[config.mk]
export PLATFORM = sky130hd
export DESIGN_NAME = golden_ratio_hsv_color_generator
export DESIGN_NICKNAME = d
export VERILOG_FILES = /design/src/rtl/core/ghc_pkg.sv /design/src/rtl/core/golden_ratio_hsv_color_generator.sv /design/src/rtl/core/ghc_mul.sv /design/src/rtl/core/ghc_ctrl.sv
export VERILOG_INCLUDE_DIRS = /design/src /design/src/rtl/core
export SDC_FILE = /design/constraint.sdc
export NUM_CORES = 1
export LEC_CHECK = 0
export BUFFER_PORTS_ARGS = -buffer_cell sky130_fd_sc_hd__buf_2
export CAP_MARGIN = 40
export CORE_ASPECT_RATIO = 0.9
export CORE_MARGIN = 2
export CORE_UTILIZATION = 30
export DETAILED_ROUTE_END_ITERATION = 10
export HOLD_SLACK_MARGIN = 0.12
export PLACE_DENSITY = 0.56
export RECOVER_POWER = 100
export SLEW_MARGIN = 20
export SYNTH_ARGS = -nofsm -noshare
export SYNTH_HDL_FRONTEND = slang
export SYNTH_SLANG_ARGS = --single-unit
[constraint.sdc]
create_clock -name clk -period 7.3 [get_ports clk]
set_clock_uncertainty 0.15 [all_clocks]
set_input_delay 1.095 -clock clk [delete_from_list [all_inputs] [get_ports clk]]
set_output_delay 1.095 -clock clk [all_outputs]
set_load 0.05 [all_outputs]
[src/rtl/core/golden_ratio_hsv_color_generator_macros.svh]
// Assertion macros for the golden-ratio HSV colour generator.
`ifndef GOLDEN_RATIO_HSV_COLOR_GENERATOR_MACROS_SVH
`define GOLDEN_RATIO_HSV_COLOR_GENERATOR_MACROS_SVH

// Same-cycle implication, reset masked.
`define GHC_ASSERT_NOW(label, ante, cons, msg) \
  label: assert property (@(posedge clk) disable iff (!rst_n) (ante) |-> (cons)) \
    else $error(msg);

// Next-cycle implication, reset masked.
`define GHC_ASSERT_NEXT(label, ante, cons, msg) \
  label: assert property (@(posedge clk) disable iff (!rst_n) (ante) |=> (cons)) \
    else $error(msg);

`endif

[src/rtl/core/ghc_pkg.sv]
// Shared types, constants and helpers for the golden-ratio HSV colour generator.
package ghc_pkg;

  localparam logic [7:0] SAT_RESET = 8'd128;
  localparam logic [7:0] VAL_RESET = 8'd243;

  localparam logic REG_SAT = 1'b0;
  localparam logic REG_VAL = 1'b1;

  localparam int unsigned MUL_A_W = 25;
  localparam int unsigned MUL_B_W = 8;
  localparam int unsigned PROD_W  = MUL_A_W + MUL_B_W;

  typedef enum logic [2:0] {
    ST_IDLE,
    ST_FS,
    ST_Q,
    ST_GS,
    ST_T,
    ST_P,
    ST_DONE
  } state_t;

  typedef enum logic [2:0] {
    OP_NONE,
    OP_FS,
    OP_Q,
    OP_GS,
    OP_T,
    OP_P
  } op_t;

  typedef struct packed {
    logic in_ready;
    op_t  op;
    logic cap_q;
    logic cap_t;
    logic load_out;
  } ctl_t;

  function automatic logic [7:0] chan_of(input logic [PROD_W-1:0] prod);
    logic [8:0] c;
    c = prod[PROD_W-1:24];
    return c[8] ? 8'hFF : c[7:0];
  endfunction

endpackage

[src/rtl/core/golden_ratio_hsv_color_generator.sv]
// Golden-ratio hue stepper with HSV to RGB conversion: top level.
// Each input beat (request bit set) advances the hue phase by the golden-ratio
// fraction of a turn, then converts the hue to 8-bit RGB with the configured
// saturation and value; with request clear the current hue is converted as is.
// The result is loaded from the done state after the product states FS, Q, GS,
// T and P; the next input beat is taken only once the sequencer is back in idle
// (later while a finished result still waits for the consumer): the five products P,
// Q, T, f*s and (1-f)*s go one per cycle through a single 25x8 multiplier under a
// small sequencer. in_tready is low while an item is in flight. Configuration
// writes are taken in any cycle and should only be issued while idle.
`include "golden_ratio_hsv_color_generator_macros.svh"

module golden_ratio_hsv_color_generator
  import ghc_pkg::*;
#(
  parameter int unsigned PHASE_BITS = 16
) (
  input  logic        clk,
  input  logic        rst_n,
  input  logic        in_tvalid,
  output logic        in_tready,
  input  logic [7:0]  in_tdata,   // [0] request, [7:1] zero
  output logic        out_tvalid,
  input  logic        out_tready,
  output logic [39:0] out_tdata,  // [7:0] red, [15:8] green, [23:16] blue, [39:24] hue_out
  input  logic        cfg_valid,
  output logic        cfg_ready,
  input  logic        cfg_index,
  input  logic [7:0]  cfg_data
);

  localparam logic [63:0] GOLD_Q32 = 64'd2654435769;
  localparam logic [PHASE_BITS-1:0] PHASE_STEP =
    PHASE_BITS'(((GOLD_Q32 << PHASE_BITS) + 64'h8000_0000) >> 32);

  ctl_t ctl;

  logic [7:0]            sat_r;
  logic [7:0]            val_r;
  logic [PHASE_BITS-1:0] phase_r;
  logic [PHASE_BITS-1:0] phase_nxt;
  logic [PHASE_BITS+15:0] hue_ext;
  logic [15:0]           hue_nxt;
  logic [18:0]           h6;
  logic [15:0]           hue_r;
  logic [15:0]           frac_r;
  logic [2:0]            sector_r;
  logic [7:0]            q_r;
  logic [7:0]            t_r;
  logic [PROD_W-1:0]     prod;
  logic [7:0]            p_chan;
  logic [7:0]            red_nxt;
  logic [7:0]            green_nxt;
  logic [7:0]            blue_nxt;
  logic                  out_valid_r;
  logic [39:0]           out_data_r;
  logic                  in_accept;
  logic                  out_hold;

  assign in_accept = in_tvalid && ctl.in_ready;
  assign out_hold  = out_valid_r && !out_tready;
  assign in_tready = ctl.in_ready;
  assign cfg_ready = 1'b1;

  ghc_ctrl u_ctrl (
    .clk      (clk),
    .rst_n    (rst_n),
    .in_valid (in_tvalid),
    .out_hold (out_hold),
    .ctl      (ctl)
  );

  ghc_mul u_mul (
    .clk  (clk),
    .op   (ctl.op),
    .frac (frac_r),
    .sat  (sat_r),
    .val  (val_r),
    .prod (prod)
  );

  always_ff @(posedge clk) begin
    if (!rst_n) begin
      sat_r <= SAT_RESET;
      val_r <= VAL_RESET;
    end else if (cfg_valid) begin
      case (cfg_index)
        REG_SAT: sat_r <= cfg_data;
        REG_VAL: val_r <= cfg_data;
        default: sat_r <= sat_r;
      endcase
    end
  end

  assign phase_nxt = in_tdata[0] ? phase_r + PHASE_STEP : phase_r;
  assign hue_ext   = {phase_nxt, 16'h0000};
  assign hue_nxt   = hue_ext[PHASE_BITS+15 -: 16];
  assign h6        = {1'b0, hue_nxt, 2'b00} + {2'b00, hue_nxt, 1'b0};

  always_ff @(posedge clk) begin
    if (!rst_n) begin
      phase_r <= '0;
    end else if (in_accept) begin
      phase_r <= phase_nxt;
    end
  end

  always_ff @(posedge clk) begin
    if (in_accept) begin
      hue_r    <= hue_nxt;
      frac_r   <= h6[15:0];
      sector_r <= h6[18:16];
    end
    if (ctl.cap_q) begin
      q_r <= chan_of(prod);
    end
    if (ctl.cap_t) begin
      t_r <= chan_of(prod);
    end
  end

  assign p_chan = chan_of(prod);

  always_comb begin
    case (sector_r)
      3'd0: begin
        red_nxt = val_r;  green_nxt = t_r;    blue_nxt = p_chan;
      end
      3'd1: begin
        red_nxt = q_r;    green_nxt = val_r;  blue_nxt = p_chan;
      end
      3'd2: begin
        red_nxt = p_chan; green_nxt = val_r;  blue_nxt = t_r;
      end
      3'd3: begin
        red_nxt = p_chan; green_nxt = q_r;    blue_nxt = val_r;
      end
      3'd4: begin
        red_nxt = t_r;    green_nxt = p_chan; blue_nxt = val_r;
      end
      default: begin
        red_nxt = val_r;  green_nxt = p_chan; blue_nxt = q_r;
      end
    endcase
  end

  always_ff @(posedge clk) begin
    if (!rst_n) begin
      out_valid_r <= 1'b0;
    end else if (ctl.load_out) begin
      out_valid_r <= 1'b1;
    end else if (out_tready) begin
      out_valid_r <= 1'b0;
    end
  end

  always_ff @(posedge clk) begin
    if (ctl.load_out) begin
      out_data_r <= {hue_r, blue_nxt, green_nxt, red_nxt};
    end
  end

  assign out_tvalid = out_valid_r;
  assign out_tdata  = out_data_r;

  `GHC_ASSERT_NEXT(a_busy_after_beat, in_tvalid && in_tready, !in_tready, "ready high after beat")
  `GHC_ASSERT_NEXT(a_result_held, out_tvalid && !out_tready, out_tvalid, "result dropped")
  `GHC_ASSERT_NOW(a_load_only_free, ctl.load_out, !out_hold, "result overwritten")
  `GHC_ASSERT_NOW(a_rise_from_load, $rose(out_tvalid), $past(ctl.load_out), "spurious result")

endmodule

[src/rtl/core/ghc_mul.sv]
// Shared 25x8 multiplier with operand selection and registered product.
module ghc_mul
  import ghc_pkg::*;
(
  input  logic              clk,
  input  op_t               op,
  input  logic [15:0]       frac,
  input  logic [7:0]        sat,
  input  logic [7:0]        val,
  output logic [PROD_W-1:0] prod
);

  logic [MUL_A_W-1:0] a;
  logic [MUL_B_W-1:0] b;
  logic [PROD_W-1:0]  prod_r;
  logic [PROD_W-1:0]  prod_nxt;

  always_comb begin
    a = '0;
    b = '0;
    case (op)
      OP_FS: begin
        a = {9'd0, frac};
        b = sat;
      end
      OP_Q, OP_T: begin
        a = 25'h100_0000 - {1'b0, prod_r[23:0]};
        b = val;
      end
      OP_GS: begin
        a = {8'd0, 17'h1_0000 - {1'b0, frac}};
        b = sat;
      end
      OP_P: begin
        a = {9'h100 - {1'b0, sat}, 16'h0000};
        b = val;
      end
      default: begin
        a = '0;
        b = '0;
      end
    endcase
  end

  assign prod_nxt = {8'd0, a} * {25'd0, b};

  always_ff @(posedge clk) begin
    if (op != OP_NONE) begin
      prod_r <= prod_nxt;
    end
  end

  assign prod = prod_r;

endmodule

[src/rtl/core/ghc_ctrl.sv]
// Sequencer issuing the five products of one colour through the shared multiplier.
module ghc_ctrl
  import ghc_pkg::*;
(
  input  logic clk,
  input  logic rst_n,
  input  logic in_valid,
  input  logic out_hold,
  output ctl_t ctl
);

  state_t state_r;
  state_t state_nxt;

  always_ff @(posedge clk) begin
    if (!rst_n) begin
      state_r <= ST_IDLE;
    end else begin
      state_r <= state_nxt;
    end
  end

  always_comb begin
    state_nxt = state_r;
    case (state_r)
      ST_IDLE: if (in_valid) state_nxt = ST_FS;
      ST_FS:   state_nxt = ST_Q;
      ST_Q:    state_nxt = ST_GS;
      ST_GS:   state_nxt = ST_T;
      ST_T:    state_nxt = ST_P;
      ST_P:    state_nxt = ST_DONE;
      ST_DONE: if (!out_hold) state_nxt = ST_IDLE;
      default: state_nxt = ST_IDLE;
    endcase
  end

  always_comb begin
    ctl = '{in_ready: 1'b0, op: OP_NONE, cap_q: 1'b0, cap_t: 1'b0, load_out: 1'b0};
    case (state_r)
      ST_IDLE: ctl.in_ready = 1'b1;
      ST_FS:   ctl.op = OP_FS;
      ST_Q:    ctl.op = OP_Q;
      ST_GS: begin
        ctl.op    = OP_GS;
        ctl.cap_q = 1'b1;
      end
      ST_T:    ctl.op = OP_T;
      ST_P: begin
        ctl.op    = OP_P;
        ctl.cap_t = 1'b1;
      end
      ST_DONE: ctl.load_out = !out_hold;
      default: ctl.in_ready = 1'b0;
    endcase
  end

endmodule

==> results by group <==
Logic synthesis
  – Post-synth ARST share: 0%
  – Prevailing post-synth register cell: edfxtp_1
  – Synth top area share: about a quarter
  – Yosys top cell by area: edfxtp_1
  – Post-Syn Area: 0.0147 sq mm
  – Avg Inst Size Synth: between 9 and 10 sq um
  – Cells after Synth: between 1500 and 2000
  – Synth warn: 0
  – Syn_nets: 1840
  – Seq/Total Area, Yosys: 29.8%
  – Leading post-synthesis cells by cell area: edfxtp_1 25%, fa_1 19%, ha_1 6.3%, nor2_1 5.6%, inv_1 5.0%
  – Post-synth EDFFs: 122
  – Yosys reg bits: 158
  – Unique masters post-synth: 71

Clock tree
  – CTS root buffer: clkbuf_16
  – Total CTS buffers: 17
  – H-tree depth: 4
  – Clock buffer depth: 2
  – CTS tree: done
  – Skew-Pair Late Insertion Delay: ~0.42 ns
  – Clk sinks: approximately 160
  – Worst-path clk slew: 0.07 ns
  – Hold_buf cts: 0

Routing
  – Post-route ant nets: 0
  – DRC viols: 0
  – Vias: approximately 12000
  – Vias/cell: 5.12
  – Final wirelength: between 30 and 40 mm
  – WL per Instance: roughly 17 um
  – Initial drt markers: ~1000
  – DRT Pass-1 Iters: 5

Cells and area
  – Fin util: 34.2%
  – Area growth, synth to finish: 12.0%
  – Non-Filler Instances: 2307
  – Most frequent cells in the layout: 220 x nor2_1, 197 x inv_1, 139 x fa_1
  – Most common cell after layout, fill and taps aside: nor2_1
  – Share of cells above drive strength 1: 7.96%
  – Post-route cell area: 0.0165 sq mm
  – Antenna Cells: 0
  – Fill cell count: a little under 5000
  – NumNets Final: 1905

Timing
  – Minimum clock period: 7.06 ns
  – RSZ-0062 raised after global routing: false
  – Slew @ Worst Pin: between 2 and 2.5 ns
  – Tcrit/Tclk final: 96.7%
  – Fin Setup TNS: 0 ns
  – Final-report hold violation count: 0
  – Fmax: 142 MHz
  – Slew Viols, Final: 73
  – Setup-failing EPs final: 0
  – Max_slew headroom: -55.5%

Critical path
  – Nature of the critical path endpoint: flop
  – R2R cell count: 26
  – Critical path arrival: between 7 and 8 ns
  – Worst Setup Start Kind: flop
  – CP max FO: 8
  – Setup Crit Path Kind: flop to flop
  – Required @ worst endpoint: 7.33 ns

Placement
  – Area after DPL: 0.0160 sq mm
  – Port bufs: 56
  – Dpl cells: ~2300
  – Hpwl dp: 30.5 mm
  – RePlAce Congestion: approximately 0.85

Floorplan
  – Die Ht: ~210 um
  – Die width: between 200 and 250 um
  – Starting density of the core: 30.5%
  – Core Box Area: 0.0481 sq mm
  – Die ar.: 0.0508 sq mm
  – FP Rows: 76
  – # IOs: 65

Global routing
  – Gr ovfl total: 0
  – Number of global-route vias before repair: 11664
  – Gr usage total: 15.6%
  – Largest net degree at the start of global routing: 41
  – Antenna violations before repair: 0
  – Global-route wire length before repair: 63.1 mm

Power
  – Power per cell area: approximately 190 mW/mm^2
  – VDD IR max: 0.116 mV
  – Lkg Pwr: 0.00687 uW

Run status
  – Violated checks: capacitance limit, slew limit
  – Run status: finished with violations

Worst hold path
  – Worst Hold Class: flop to flop
  – Hold depth: 0

Run
  – Max_cap viols: 2
path summary, 6_finish.rpt:
| kind | from | endpoint | slack [ns] |
|---|---|---|---|
| setup / recovery | u_mul.prod[0] | u_mul.prod[29] | 0.24 |
| hold / removal | hue_r[15] | out_tdata[39] | 0.27 |
| setup reg to reg | u_mul.prod[0] | u_mul.prod[29] | 0.24 |
| hold reg to reg | hue_r[15] | out_tdata[39] | 0.27 |
sequential cells by signal (all words and copies together) (netlist names):
register / cells
out_tvalid: 1
frac_r: 14
out_tdata: 40
u_ctrl.state_r: 3
sector_r: 3
hue_r: 16
val_r: 8
phase_r: 16
t_r: 8
u_mul.prod: 33
sat_r: 8
q_r: 8
routing by layer:
layer / share of wire, % / GRT usage, %
met4: 1.9 / 3.79
met3: 5.4 / 2.35
met2: 45 / 24.9
met1: 47 / 22.1
met5: 0 / 0
area by class of cell:
type / count / area [sq um] / share of cell area, %
clock buffers: 19 / 444 / 2.70
repair buffers: 111 / 633 / 3.85
clock inverters: 13 / 100 / 0.608
multi-input cells: 1184 / 9380 / 57.0
flip-flops and latches: 158 / 4380 / 26.6
inverters: 198 / 743 / 4.51
well taps: 624 / 781 / 4.74
kinds of logic (layout without fill, tap and decap cells):
group / Yosys count / in the layout / share of synthesized area [%]
adder cells (fa/ha/maj): 213 / 213 / 25.2
AO/OA/AOI/OAI: 314 / 314 / 14.4
multiplexers: 5 / 5 / 0.341
buffers and inverters: 263 / 341 / 6.74
flip-flops: 158 / 158 / 29.8
XOR/XNOR: 93 / 93 / 5.54
AND/OR/NAND/NOR: 558 / 558 / 17.8
other: 1 / 1 / 0.0255
critical path: stages (launching register included):
cell and delay [ns]:
edfxtp_1 0.51, inv_1 0.10, ha_1 0.18, nor3b_1 0.27, buf_4 0.20, xnor2_1 0.10
a22oi_1 0.20, nor2_1 0.07, a21oi_1 0.12, clkbuf_1 0.45, nor2_1 0.14, fa_1 0.55
inv_1 0.05, fa_1 0.47, inv_1 0.06, fa_1 0.55, inv_1 0.06, fa_1 0.54
inv_1 0.04, ha_1 0.35, o211a_1 0.17, o31ai_1 0.10, a21oi_1 0.33, o21ai_1 0.24
a2111oi_0 0.54, a211oi_2 0.12, buf_4 0.16
report_power, final:
part	internal, uW	total (uW)	switching, uW	leakage (uW)
Clock	454	841	388	0.000279
Sequential	1100	1190	89.5	0.00144
Combinational	399	1080	679	0.00515
synth_stat cells, drive strengths merged (5+ instances only):
library cell,count
nor2,220
inv,197
fa,139
nand2,130
edfxtp,122
a21oi,75
ha,74
clkbuf,54
xnor2,52
o21ai,44
xor2,41
nand2b,39
dfxtp,36
nand3,34
a22oi,31
or2,27
nor3,23
o22ai,23
nor2b,22
o211ai,19
o31ai,16
a21o,14
a211oi,13
or3,12
and2,11
buf,11
a31oi,8
o21a,8
o22a,8
or4,8
nor4,7
o221ai,7
mux2i,5
nand4,5
stage by stage:
stage,hold slack (ns),worst slack [ns],power [uW]
floorplan,0.250,0.866,1940
finish,0.270,0.239,3110
global placement,0.255,0.0514,2240
detailed placement,0.256,0.0396,2280
CTS,0.271,0.154,3120
global route,0.276,0.00952,3300
timing repair:
| item | CTS | global route |
|---|---|---|
| resized for setup | 1 | 12 |
| pin swaps | 0 | 3 |
| setup buffers | 0 | 2 |
| endpoints found under the setup margin | 1 | 7 |
No activity file was read; power rests on OpenSTA's default activity.
